$ cat src/sv/rrsp_pkg.sv
// Shared types, constants and codes of the RESP request stream parser.
package rrsp_pkg;

  localparam int unsigned LenBits  = 31;
  localparam int unsigned SizeBits = LenBits + 1;
  localparam int unsigned AccBits  = LenBits + 5;
  localparam int unsigned IdxBits  = 31;

  localparam logic [7:0] ChCr     = 8'h0D;
  localparam logic [7:0] ChLf     = 8'h0A;
  localparam logic [7:0] ChStar   = 8'h2A;
  localparam logic [7:0] ChDollar = 8'h24;
  localparam logic [7:0] ChMinus  = 8'h2D;
  localparam logic [7:0] ChZero   = 8'h30;
  localparam logic [7:0] ChNine   = 8'h39;

  typedef enum logic [2:0] {
    PhWaitArray,
    PhWaitBulk,
    PhSizeText,
    PhSizeLf,
    PhData,
    PhDataCr,
    PhDataLf
  } phase_e;

  typedef enum logic [1:0] {
    EvPayload,
    EvArgEnd,
    EvNull,
    EvError
  } event_e;

  typedef enum logic [2:0] {
    ErrNone,
    ErrNoStar,
    ErrNoDollar,
    ErrBadSize,
    ErrCount,
    ErrLength,
    ErrCrLf
  } cause_e;

  typedef struct packed {
    logic               valid;
    event_e             kind;
    logic [7:0]         payload;
    logic [IdxBits-1:0] arg_index;
    logic               done;
    cause_e             cause;
  } result_t;

endpackage

$ cat src/sv/rrsp_in_reg.sv
// Input register stage that holds one received byte until the parser takes it.
module rrsp_in_reg (
  input  logic       clk_i,
  input  logic       rst_ni,
  input  logic       in_valid_i,
  output logic       in_ready_o,
  input  logic [7:0] in_byte_i,
  input  logic       take_i,
  output logic       held_valid_o,
  output logic [7:0] held_byte_o
);
  import rrsp_pkg::*;

  logic       valid_q;
  logic [7:0] byte_q;

  // The slot frees up in the same cycle that the parser consumes it.
  assign in_ready_o   = !valid_q || take_i;
  assign held_valid_o = valid_q;
  assign held_byte_o  = byte_q;

  always_ff @(posedge clk_i or negedge rst_ni) begin
    if (!rst_ni) begin
      valid_q <= 1'b0;
    end else if (in_ready_o) begin
      valid_q <= in_valid_i;
    end
  end

  always_ff @(posedge clk_i) begin
    if (in_ready_o && in_valid_i) begin
      byte_q <= in_byte_i;
    end
  end

endmodule

$ cat src/sv/rrsp_core.sv
// Parser state machine with size accumulation and argument counters.
module rrsp_core (
  input  logic              clk_i,
  input  logic              rst_ni,
  input  logic              step_i,
  input  logic [7:0]        byte_i,
  output rrsp_pkg::result_t res_o
);
  import rrsp_pkg::*;

  phase_e               phase_q, phase_d;
  logic [SizeBits-1:0]  size_value_q, size_value_d;
  logic                 size_neg_q, size_neg_d;
  logic                 size_digit_q, size_digit_d;
  logic                 size_bad_q, size_bad_d;
  logic [LenBits-1:0]   args_exp_q, args_exp_d;
  logic [LenBits-1:0]   args_rcv_q, args_rcv_d;
  logic [LenBits-1:0]   pay_left_q, pay_left_d;
  logic                 is_array_q, is_array_d;

  logic                 is_digit;
  logic [AccBits-1:0]   acc_next;
  logic [AccBits-1:0]   acc_lim;
  logic [LenBits-1:0]   args_inc;
  logic                 last_arg;
  logic                 mag_zero;
  logic                 mag_one;
  logic [LenBits-1:0]   pay_dec;

  assign is_digit = (byte_i >= ChZero) && (byte_i <= ChNine);
  assign acc_next = {{(AccBits-SizeBits-3){1'b0}}, size_value_q, 3'b000}
                  + {{(AccBits-SizeBits-1){1'b0}}, size_value_q, 1'b0}
                  + {{(AccBits-4){1'b0}}, byte_i[3:0]};
  // A negative size may reach one step further than a positive one.
  assign acc_lim  = size_neg_q ? (AccBits'(1) << LenBits) : ((AccBits'(1) << LenBits) - 1'b1);
  assign args_inc = args_rcv_q + 1'b1;
  assign last_arg = (args_inc == args_exp_q);
  assign mag_zero = (size_value_q == '0);
  assign mag_one  = (size_value_q == SizeBits'(1));
  assign pay_dec  = pay_left_q - 1'b1;

  // Result of the current byte.
  always_comb begin
    res_o           = '0;
    res_o.kind      = EvPayload;
    res_o.cause     = ErrNone;
    res_o.arg_index = IdxBits'(args_rcv_q);
    unique case (phase_q)
      PhWaitArray: begin
        if (byte_i != ChStar) begin
          res_o.valid = 1'b1;
          res_o.kind  = EvError;
          res_o.cause = ErrNoStar;
        end
      end
      PhWaitBulk: begin
        if (byte_i != ChDollar) begin
          res_o.valid = 1'b1;
          res_o.kind  = EvError;
          res_o.cause = ErrNoDollar;
        end
      end
      PhSizeText: begin
        res_o.valid = 1'b0;
      end
      PhSizeLf: begin
        if (byte_i != ChLf) begin
          res_o.valid = 1'b1;
          res_o.kind  = EvError;
          res_o.cause = ErrCrLf;
        end else if (size_bad_q || !size_digit_q) begin
          res_o.valid = 1'b1;
          res_o.kind  = EvError;
          res_o.cause = ErrBadSize;
        end else if (is_array_q) begin
          if (size_neg_q || mag_zero) begin
            res_o.valid = 1'b1;
            res_o.kind  = EvError;
            res_o.cause = ErrCount;
          end
        end else if (size_neg_q && mag_one) begin
          res_o.valid = 1'b1;
          res_o.kind  = EvNull;
          res_o.done  = last_arg;
        end else if (size_neg_q && !mag_zero) begin
          res_o.valid = 1'b1;
          res_o.kind  = EvError;
          res_o.cause = ErrLength;
        end
      end
      PhData: begin
        res_o.valid   = 1'b1;
        res_o.kind    = EvPayload;
        res_o.payload = byte_i;
      end
      PhDataCr: begin
        if (byte_i != ChCr) begin
          res_o.valid = 1'b1;
          res_o.kind  = EvError;
          res_o.cause = ErrCrLf;
        end
      end
      PhDataLf: begin
        res_o.valid = 1'b1;
        if (byte_i != ChLf) begin
          res_o.kind  = EvError;
          res_o.cause = ErrCrLf;
        end else begin
          res_o.kind = EvArgEnd;
          res_o.done = last_arg;
        end
      end
      default: begin
        res_o.valid = 1'b0;
      end
    endcase
    res_o.valid = res_o.valid && step_i;
  end

  // Next state.
  always_comb begin
    phase_d      = phase_q;
    size_value_d = size_value_q;
    size_neg_d   = size_neg_q;
    size_digit_d = size_digit_q;
    size_bad_d   = size_bad_q;
    args_exp_d   = args_exp_q;
    args_rcv_d   = args_rcv_q;
    pay_left_d   = pay_left_q;
    is_array_d   = is_array_q;
    if (res_o.valid && (res_o.kind == EvError)) begin
      // Any framing fault returns every piece of state to its reset value.
      phase_d      = PhWaitArray;
      size_value_d = '0;
      size_neg_d   = 1'b0;
      size_digit_d = 1'b0;
      size_bad_d   = 1'b0;
      args_exp_d   = '0;
      args_rcv_d   = '0;
      pay_left_d   = '0;
      is_array_d   = 1'b1;
    end else begin
      unique case (phase_q)
        PhWaitArray, PhWaitBulk: begin
          size_value_d = '0;
          size_neg_d   = 1'b0;
          size_digit_d = 1'b0;
          size_bad_d   = 1'b0;
          is_array_d   = (phase_q == PhWaitArray);
          phase_d      = PhSizeText;
        end
        PhSizeText: begin
          if (byte_i == ChCr) begin
            phase_d = PhSizeLf;
          end else if (is_digit) begin
            size_digit_d = 1'b1;
            if (acc_next > acc_lim) begin
              size_bad_d = 1'b1;
            end else begin
              size_value_d = acc_next[SizeBits-1:0];
            end
          end else if (byte_i == ChMinus && !size_neg_q && !size_digit_q) begin
            size_neg_d = 1'b1;
          end else begin
            size_bad_d = 1'b1;
          end
        end
        PhSizeLf: begin
          size_value_d = '0;
          size_neg_d   = 1'b0;
          size_digit_d = 1'b0;
          size_bad_d   = 1'b0;
          if (is_array_q) begin
            args_exp_d = size_value_q[LenBits-1:0];
            args_rcv_d = '0;
            phase_d    = PhWaitBulk;
          end else if (size_neg_q && mag_one) begin
            // A null argument is finished as soon as its size line ends.
            if (last_arg) begin
              phase_d    = PhWaitArray;
              args_exp_d = '0;
              args_rcv_d = '0;
              is_array_d = 1'b1;
            end else begin
              args_rcv_d = args_inc;
              phase_d    = PhWaitBulk;
            end
          end else begin
            pay_left_d = size_value_q[LenBits-1:0];
            phase_d    = mag_zero ? PhDataCr : PhData;
          end
        end
        PhData: begin
          pay_left_d = pay_dec;
          if (pay_dec == '0) begin
            phase_d = PhDataCr;
          end
        end
        PhDataCr: begin
          phase_d = PhDataLf;
        end
        PhDataLf: begin
          if (last_arg) begin
            phase_d    = PhWaitArray;
            args_exp_d = '0;
            args_rcv_d = '0;
            is_array_d = 1'b1;
          end else begin
            args_rcv_d = args_inc;
            phase_d    = PhWaitBulk;
          end
        end
        default: begin
          phase_d      = PhWaitArray;
          size_value_d = '0;
          size_neg_d   = 1'b0;
          size_digit_d = 1'b0;
          size_bad_d   = 1'b0;
          args_exp_d   = '0;
          args_rcv_d   = '0;
          pay_left_d   = '0;
          is_array_d   = 1'b1;
        end
      endcase
    end
  end

  always_ff @(posedge clk_i or negedge rst_ni) begin
    if (!rst_ni) begin
      phase_q      <= PhWaitArray;
      size_value_q <= '0;
      size_neg_q   <= 1'b0;
      size_digit_q <= 1'b0;
      size_bad_q   <= 1'b0;
      args_exp_q   <= '0;
      args_rcv_q   <= '0;
      pay_left_q   <= '0;
      is_array_q   <= 1'b1;
    end else if (step_i) begin
      phase_q      <= phase_d;
      size_value_q <= size_value_d;
      size_neg_q   <= size_neg_d;
      size_digit_q <= size_digit_d;
      size_bad_q   <= size_bad_d;
      args_exp_q   <= args_exp_d;
      args_rcv_q   <= args_rcv_d;
      pay_left_q   <= pay_left_d;
      is_array_q   <= is_array_d;
    end
  end

endmodule

$ cat src/sv/rrsp_out_reg.sv
// Result register that holds one event until the downstream side takes it.
module rrsp_out_reg (
  input  logic              clk_i,
  input  logic              rst_ni,
  input  rrsp_pkg::result_t res_i,
  output logic              load_ready_o,
  output logic              out_valid_o,
  input  logic              out_ready_i,
  output rrsp_pkg::result_t out_o
);
  import rrsp_pkg::*;

  logic    valid_q;
  result_t data_q;

  assign load_ready_o = !valid_q || out_ready_i;
  assign out_valid_o  = valid_q;
  assign out_o        = data_q;

  always_ff @(posedge clk_i or negedge rst_ni) begin
    if (!rst_ni) begin
      valid_q <= 1'b0;
    end else if (load_ready_o) begin
      valid_q <= res_i.valid;
    end
  end

  always_ff @(posedge clk_i) begin
    if (load_ready_o && res_i.valid) begin
      data_q <= res_i;
    end
  end

endmodule

$ cat src/sv/resp_request_stream_parser_unit.sv
// Top level of the RESP request stream parser: input register, parser, result register.
//
//   Channel   Dir  Width  Contents
//   s_axis    in   8      tdata: in_byte
//   m_axis    out  48+1   tdata: event_kind, payload_byte, arg_index, error_cause;
//                         tlast: request_done
//
// A byte is held in the input register until its result is loaded into the result register,
// and one byte is taken every cycle while m_axis does not stall.
// The parser state and counters update in a single step per byte.
// Reset (rst_ni low) empties both registers and returns the parser to waiting for '*'.
// A stall on m_axis holds the result; s_axis then fills its one-byte register and stops.
module resp_request_stream_parser_unit (
  input  logic        clk_i,
  input  logic        rst_ni,
  input  logic        s_axis_tvalid_i,
  output logic        s_axis_tready_o,
  input  logic [7:0]  s_axis_tdata_i,   // [7:0] in_byte
  output logic        m_axis_tvalid_o,
  input  logic        m_axis_tready_i,
  // [1:0] event_kind, [9:2] payload_byte, [40:10] arg_index, [43:41] error_cause,
  // [47:44] zero
  output logic [47:0] m_axis_tdata_o,
  output logic        m_axis_tlast_o    // request_done
);
  import rrsp_pkg::*;

  logic       held_valid;
  logic [7:0] held_byte;
  logic       load_ready;
  logic       step;
  result_t    res;
  result_t    out_res;

  assign step = held_valid && load_ready;

  rrsp_in_reg u_in_reg (
    .clk_i        (clk_i),
    .rst_ni       (rst_ni),
    .in_valid_i   (s_axis_tvalid_i),
    .in_ready_o   (s_axis_tready_o),
    .in_byte_i    (s_axis_tdata_i),
    .take_i       (step),
    .held_valid_o (held_valid),
    .held_byte_o  (held_byte)
  );

  rrsp_core u_core (
    .clk_i  (clk_i),
    .rst_ni (rst_ni),
    .step_i (step),
    .byte_i (held_byte),
    .res_o  (res)
  );

  rrsp_out_reg u_out_reg (
    .clk_i        (clk_i),
    .rst_ni       (rst_ni),
    .res_i        (res),
    .load_ready_o (load_ready),
    .out_valid_o  (m_axis_tvalid_o),
    .out_ready_i  (m_axis_tready_i),
    .out_o        (out_res)
  );

  assign m_axis_tdata_o = {4'b0000, out_res.cause, out_res.arg_index, out_res.payload,
                           out_res.kind};
  assign m_axis_tlast_o = out_res.done;

  // The input side only stalls while a byte is held and cannot move on.
  a_ready_when_free: assert property (@(posedge clk_i) disable iff (!rst_ni)
    !s_axis_tready_o |-> (held_valid && !load_ready))
    else $error("input stalled with nothing blocking it");

  // Only an argument end or a null argument may close a request.
  a_done_kind: assert property (@(posedge clk_i) disable iff (!rst_ni)
    (m_axis_tvalid_o && m_axis_tlast_o) |->
      (out_res.kind == EvArgEnd || out_res.kind == EvNull))
    else $error("request completion on a wrong event kind");

  // A cause is present exactly for error events.
  a_cause_match: assert property (@(posedge clk_i) disable iff (!rst_ni)
    m_axis_tvalid_o |-> ((out_res.kind == EvError) == (out_res.cause != ErrNone)))
    else $error("error cause does not match event kind");

  // A payload byte only travels with a payload event.
  a_payload_zero: assert property (@(posedge clk_i) disable iff (!rst_ni)
    (m_axis_tvalid_o && out_res.kind != EvPayload) |-> (out_res.payload == 8'h00))
    else $error("nonzero payload byte on a non-payload event");

endmodule
$ cat config.mk
export PLATFORM = sky130hd
export DESIGN_NAME = resp_request_stream_parser_unit
export DESIGN_NICKNAME = d
export VERILOG_FILES = /design/src/sv/rrsp_pkg.sv /design/src/sv/rrsp_in_reg.sv /design/src/sv/rrsp_core.sv /design/src/sv/rrsp_out_reg.sv /design/src/sv/resp_request_stream_parser_unit.sv
export SDC_FILE = /design/constraint.sdc
export NUM_CORES = 1
export LEC_CHECK = 0
export ABC_AREA = 1
export BUFFER_PORTS_ARGS = -buffer_cell sky130_fd_sc_hd__buf_4
export CORE_UTILIZATION = 42
export DETAILED_ROUTE_END_ITERATION = 7
export SLEW_MARGIN = 30
export SYNTH_ARGS = -nofsm -noshare
export SYNTH_HDL_FRONTEND = slang
export SYNTH_HIERARCHICAL = 1
export SYNTH_SLANG_ARGS = --single-unit
$ cat constraint.sdc
create_clock -name clk_i -period 6.63 [get_ports clk_i]
set_input_delay 1.326 -clock clk_i [delete_from_list [all_inputs] [get_ports clk_i]]
set_output_delay 1.326 -clock clk_i [all_outputs]
set_load 0.02 [all_outputs]
==> results of run 1 <==
where the power goes:
| group | leakage (µW) | switching, µW | internal, µW | total, µW |
|---|---|---|---|---|
| clock network | 0.000285 | 467 | 601 | 1070 |
| registers | 0.00236 | 239 | 1500 | 1740 |
| logic | 0.00597 | 3120 | 1390 | 4510 |
how the worst max path moves through the flow:
stage / slack (ns) / to / depth (start not counted) / start
after detailed placement: 1.52 / u_core/size_value_q[18]$_DFFE_PN0P_ / 23 / u_in_reg/held_byte_o[3]$_DFFE_PP_
after global routing: 0.85 / u_core/size_value_q[20]$_DFFE_PN0P_ / 26 / u_in_reg/held_byte_o[3]$_DFFE_PP_
after global placement: 1.66 / u_core/size_value_q[2]$_DFFE_PN0P_ / 26 / u_in_reg/held_byte_o[3]$_DFFE_PP_
after floorplan: 2.07 / u_out_reg/out_o[0]$_DFFE_PP_ / 8 / m_axis_tready_i
after CTS: 1.51 / u_core/size_value_q[18]$_DFFE_PN0P_ / 23 / u_in_reg/held_byte_o[3]$_DFFE_PP_
final: 1.50 / u_core/size_value_q[23]$_DFFE_PN0P_ / 23 / u_in_reg/held_byte_o[3]$_DFFE_PP_
layout make-up:
class | instances | area (µm²) | share of cell area [%]
multi-input cells | 1720 | 8670 | 53.34
clock buffers | 23 | 489.2 | 3.010
inverters | 250 | 938.4 | 5.774
well taps | 455 | 569.3 | 3.503
flip-flops and latches | 187 | 4946 | 30.43
clock inverters | 9 | 111.4 | 0.6851
repair buffers | 70 | 529.3 | 3.256
per-layer routing:
metal / vias to the layer above / part of all wire, % / track usage, %
li1: 7205 / - / -
met1: 6528 / 46 / 31.95
met2: 325 / 48 / 40.89
met3: 52 / 3.5 / 2.380
met4: 0 / 2.5 / 7.692
met5: - / 0 / 0
sequential cells by signal (all words and copies together) (netlist names):
signal,flops
u_out_reg/out_o,45
u_core/size_value_q,32
u_core/args_exp_q,31
u_core/args_rcv_q,31
u_core/pay_left_q,31
u_in_reg/held_byte_o,8
u_core/phase_q,3
u_core/is_array_q,1
u_core/size_bad_q,1
u_core/size_digit_q,1
u_core/size_neg_q,1
u_in_reg/held_valid_o,1
u_out_reg/out_valid_o,1
tightest hold or removal path: stages (launching register included):
cell     delay, ns
dfrtp_1       0.36
nand2_1       0.06
nand2_1       0.04
placed cells by master, fill, tap and decap left out, types with 4 or more instances in the layout:
cell	count
a21o_1	6
a21oi_1	56
buf_4	69
clkbuf_16	18
conb_1	4
dfrtp_1	133
edfxtp_1	53
ha_1	98
inv_1	241
inv_2	8
nand2_1	779
nand2_2	5
nand3_1	168
nand3_2	4
nand3b_1	15
nand4_1	58
nor2_1	242
nor2_2	13
nor2_4	8
nor3_1	18
nor4_1	5
o21ai_0	135
o21ai_1	19
xnor2_1	4
xor2_1	45
stage by stage:
stage / total power, µW / utilization, % / instances / setup WS (ns)
3_3_place_gp: 6264 / 45.20 / 2682 / 1.658
3_5_place_dp: 6268 / 45.20 / 2682 / 1.524
5_1_grt: 8018 / 46.94 / 2714 / 0.8494
6_report: 7316 / 46.94 / 2714 / 1.501
4_1_cts: 7352 / 46.94 / 2714 / 1.509
2_1_floorplan: 5037 / - / 2219 / 2.066
==> reports/results.txt, run 1 <==
die area -> 36,060 µm²
CTS tree -> done
Starting Density -> 42.82%
area of the core -> 34,630 µm²
first-pass GRT wire length -> 69.51 mm
setup TNS -> 0 ns
Hold Fails Final Rpt -> 0
crit path DAT -> 5.45 ns
# setup viols final -> 0
most used cell, CP -> nand2_1
CP Capture Type -> flip-flop
Clk Latency, worst-skew pair -> 0.44 ns
post-synthesis cell count -> 2,216
startpoint type of the worst setup path -> flip-flop
CTS max path bufs -> 2
diode count -> 0
Top delay family on crit path -> simple AND/OR/NAND/NOR gates
routed length per instance -> 15.48 µm
I/O pin cnt -> 63
Placed Area -> 15,650 µm²
RSZ-0062 raised after global routing -> false
CP peak stage delay -> 0.57 ns
routability cong. -> 0.9364
Slew Limit Fails -> 0
# Max-Cap Violations -> 0
Worst Tran Pin Value -> 0.9557 ns
warnings from Yosys -> 6
Final #Nets -> 2,358
Crit-path slowest cell -> fa_1
cts bufs inserted -> 17
period utilisation layout -> 77.36%
HP Class -> reg -> reg
Root Buffer -> clkbuf_16
hpwl dp -> 32.51 mm
syn avg cell area -> 6.691 µm²
CP Data Required Time -> 6.95 ns
FMAX -> 195.0 MHz
die width -> 189.9 µm
status -> complete, no violations
Port Buffers -> 58
Tmin final -> 5.129 ns
H-Tree Depth -> 4
WHS Path Cells -> 2
DRT iter0 DRCs -> 1,077
R2R depth -> 23
Die Y -> 189.9 µm
Leakage Power -> 0.008609 µW
cts repair resizes -> 0
Clk pin slew, worst setup/hold paths -> 0.07 ns
Power Density -> 450.1 nW/µm²
hold_ws -> 0.4858 ns
vias -> 14.11k
Pre-antenna DRT Iters -> 8
worst reg2reg path endpoint -> u_core/size_value_q[23]$_DFFE_PN0P_
crit-path max FO -> 33
clk_skew -> 0.008597 ns
Routed Antenna Nets -> 0
initial antenna violation count -> 0
Total Wirelength -> 42.02 mm
post-synthesis cell area -> 14,830 µm²
Critical Path, Cell by Cell -> fa_1 > fa_1 > nand3_1 > nand2_1 > nand3_1 > nand2_1 > nand2_1 > nand2_1 > a21boi_0 > o21ai_0 > xnor2_1 > inv_1 > ha_1 > nand4_1 > nor2_1 > nand4_1 > nand2_1 > nand3_1 > nand2_1 > buf_4 > nand3_2 > nand2_1 > nand2_1
worst hold endpoint -> u_core/size_bad_q$_DFFE_PN0P_
hold_sp -> u_core/size_bad_q$_DFFE_PN0P_
reg2reg start -> u_in_reg/held_byte_o[3]$_DFFE_PP_
Syn-to-layout area delta -> 9.620%
# rows -> 68
fin area -> 16,250 µm²
Via density -> 5.199
largest net degree at the start of global routing -> 86
Slew headroom -> 36.28%
Total GRT Usage -> 24.04%
proportion of layout cells with a drive suffix above 1 -> 6.817%
post-CTS setup buffers -> 0
vias in the first global route -> 13.42k
hold_buf cts -> 0
DRC errors left -> 0
Sink Count -> 187
Layout fillers -> 3,575
critical path start-end classification -> reg -> reg
CP Buf/Inv Count -> 2
VDD IR-drop max -> 228.0 µV
flop2flop setup slack -> 1.50 ns
gr ovfl total -> 0
(Power assumes the default switching activity.)
==> inputs of run 2 (changes only) <==
==> constraint.sdc (replaced) <==
create_clock -name clk_i -period 5 [get_ports clk_i]
set_input_delay 1 -clock clk_i [delete_from_list [all_inputs] [get_ports clk_i]]
set_output_delay 1 -clock clk_i [all_outputs]
set_load 0.02 [all_outputs]
==> run 2 against run 1 <==
Effect of this change:
- register-to-register slack lost 0.97 ns
- die area unchanged
- first-iteration DRC count fell by 10%
- sequential share of layout area grew 0.059 points
- clock-buffer cell count is 5 lower
- critical endpoint is now u_core/size_value_q[29]$_DFFE_PN0P_
- highest routed layer unchanged
==> reports/results.txt, run 2 (same netlist as run 1, synthesis figures left out) <==
Hold Fails Final Rpt -> 0
Slew headroom -> 36.35%
Internal -> 4487 µW
vias in the first global route -> 13.69k
DR WL met2 -> 20.56 mm
DRC errors left -> 0
Worst Tran Pin Value -> 0.9547 ns
top layer in use -> met4
diode count -> 0
area of the core -> 34,630 µm²
H-Tree Depth -> 4
die width -> 189.9 µm
Routed Antenna Nets -> 0
vias -> 14.15k
routability cong. -> 0.9290
Leakage Power -> 0.008602 µW
most frequent cells in the layout -> 779 x nand2_1, 242 x nor2_1, 240 x inv_1
I/O pin cnt -> 63
CP Capture Type -> flip-flop
crit path DAT -> 4.80 ns
critical path start-end classification -> reg -> reg
CTS tree -> done
# Max-Cap Violations -> 0
DRT iter0 DRCs -> 967
period utilisation layout -> 89.39%
clock power share -> 13.1%
Port Buffers -> 58
VDD IR-drop max -> 322.9 µV
clk_skew -> 0.01270 ns
proportion of layout cells with a drive suffix above 1 -> 6.985%
Net Sw Power -> 5131 µW
Starting Density -> 42.82%
# setup viols final -> 0
Total Wirelength -> 42.46 mm
hold_sp -> u_core/is_array_q$_DFFE_PN1P_
final cell count without fillers -> 2,717
hold_buf cts -> 0
CTS max path bufs -> 2
initial antenna violation count -> 0
setup TNS -> 0 ns
Net Sw Frac -> 53.35%
Total GRT Usage -> 24.33%
Design Power -> 9619 µW
Layout fillers -> 3,561
HP Class -> reg -> reg
Clk pin slew, worst setup/hold paths -> 0.07 ns
cts bufs inserted -> 17
crit-path max FO -> 32
logic gate share of total power -> 62.6%
die area -> 36,060 µm²
worst reg2reg path endpoint -> u_core/size_value_q[29]$_DFFE_PN0P_
met3 wire len -> 1.428 mm
CP Data Required Time -> 5.33 ns
Final #Nets -> 2,361
flop2flop setup slack -> 0.53 ns
Clk Latency, worst-skew pair -> 0.44 ns
largest net degree at the start of global routing -> 102
first-pass GRT wire length -> 69.87 mm
R2R depth -> 26
Root Buffer -> clkbuf_16
Placed Cells -> 2,684
Sink Count -> 187
hpwl dp -> 32.83 mm
Via density -> 5.208
WHS Path Cells -> 2
Pre-antenna DRT Iters -> 6
RSZ-0062 raised after global routing -> false
WL met1 -> 19.20 mm
gr ovfl total -> 0
Tmin final -> 4.470 ns
FMAX -> 223.7 MHz
commonest non-fill, non-tap cell in the layout -> nand2_1
startpoint type of the worst setup path -> flip-flop
# rows -> 68
max FFs per register -> 45
Syn-to-layout area delta -> 9.409%
reg2reg start -> u_in_reg/held_byte_o[3]$_DFFE_PP_
worst hold endpoint -> u_core/is_array_q$_DFFE_PN1P_
sequential share of power -> 24.3%
status -> complete, no violations
Die Y -> 189.9 µm
Power Density -> 592.9 nW/µm²
routed length per instance -> 15.63 µm
Slew Limit Fails -> 0
## run 2: timing repair
| item | 4_1_cts | 5_1_grt |
|---|---|---|
| hold endpoints to repair | 0 | 0 |
| gates resized for setup | 0 | 4 |
| endpoints found under the setup margin | 0 | 32 |
| buffers inserted | 0 | 0 |
## run 2: routing by layer
metal	GRT usage [%]	up-vias
li1	-	7220
met1	31.01	6554
met2	42.07	311
met3	2.730	64
met4	9.181	0
met5	0	-
## run 2: power by group through the flow
| stage | combinational (µW) | sequential (µW) | clock [µW] |
|---|---|---|---|
| finish | 6020 | 2340 | 1260 |
| global route | 6790 | 2390 | 1360 |
| CTS | 5990 | 2330 | 1300 |
| detailed placement | 5970 | 2360 | 0 |
| global placement | 5960 | 2350 | 0 |
| floorplan | 4220 | 2460 | 0 |
## run 2: per-stage QoR
step	utilization [%]	setup slack (ns)	instance area, µm²	hold slack (ns)
after CTS	46.76	0.1976	16190	0.5203
after global placement	45.23	0.3988	15660	0.4916
final	46.85	0.5305	16220	0.5231
after global routing	46.85	0.04866	16220	0.5431
after detailed placement	45.24	0.2296	15670	0.5065
after floorplan	-	0.5374	14840	0.4419
## run 2: cell type report
type | count | area, µm² | area share [%]
inverter | 250 | 938.4 | 5.785
multi-input combinational | 1721 | 8690 | 53.57
clock buffer | 18 | 429.2 | 2.646
tap | 455 | 569.3 | 3.509
sequential | 187 | 4946 | 30.49
timing repair buffer | 72 | 551.8 | 3.401
clock inverter | 14 | 97.59 | 0.6016
## run 2: how the worst max path moves through the flow
stage | from | end
2_1_floorplan | u_core/size_neg_q$_DFFE_PN0P_ | u_out_reg/out_o[0]$_DFFE_PP_
3_3_place_gp | u_in_reg/held_byte_o[3]$_DFFE_PP_ | u_core/size_value_q[0]$_DFFE_PN0P_
3_5_place_dp | u_in_reg/held_byte_o[3]$_DFFE_PP_ | u_core/size_value_q[27]$_DFFE_PN0P_
4_1_cts | u_in_reg/held_byte_o[3]$_DFFE_PP_ | u_core/size_value_q[27]$_DFFE_PN0P_
5_1_grt | u_in_reg/held_byte_o[3]$_DFFE_PP_ | u_core/size_value_q[4]$_DFFE_PN0P_
6_report | u_in_reg/held_byte_o[3]$_DFFE_PP_ | u_core/size_value_q[29]$_DFFE_PN0P_
## run 2: worst max-delay path: stages (launching register included)
cell	delay, ns
edfxtp_1	0.47
fa_1	0.45
ha_1	0.35
a21oi_1	0.21
nor2_1	0.05
o21ai_0	0.16
nand2_1	0.07
nand2_1	0.06
nand3_1	0.23
xor2_1	0.25
ha_1	0.32
nand2_1	0.07
nor2_1	0.16
nand2_1	0.09
nor2_1	0.24
nand2_1	0.08
nand3_1	0.12
nand2_1	0.07
nand2_1	0.06
nand2_1	0.04
nand2_1	0.05
nand2_1	0.06
nand3_1	0.07
nand2_1	0.17
buf_6	0.25
nand4_1	0.13
nand2_1	0.07
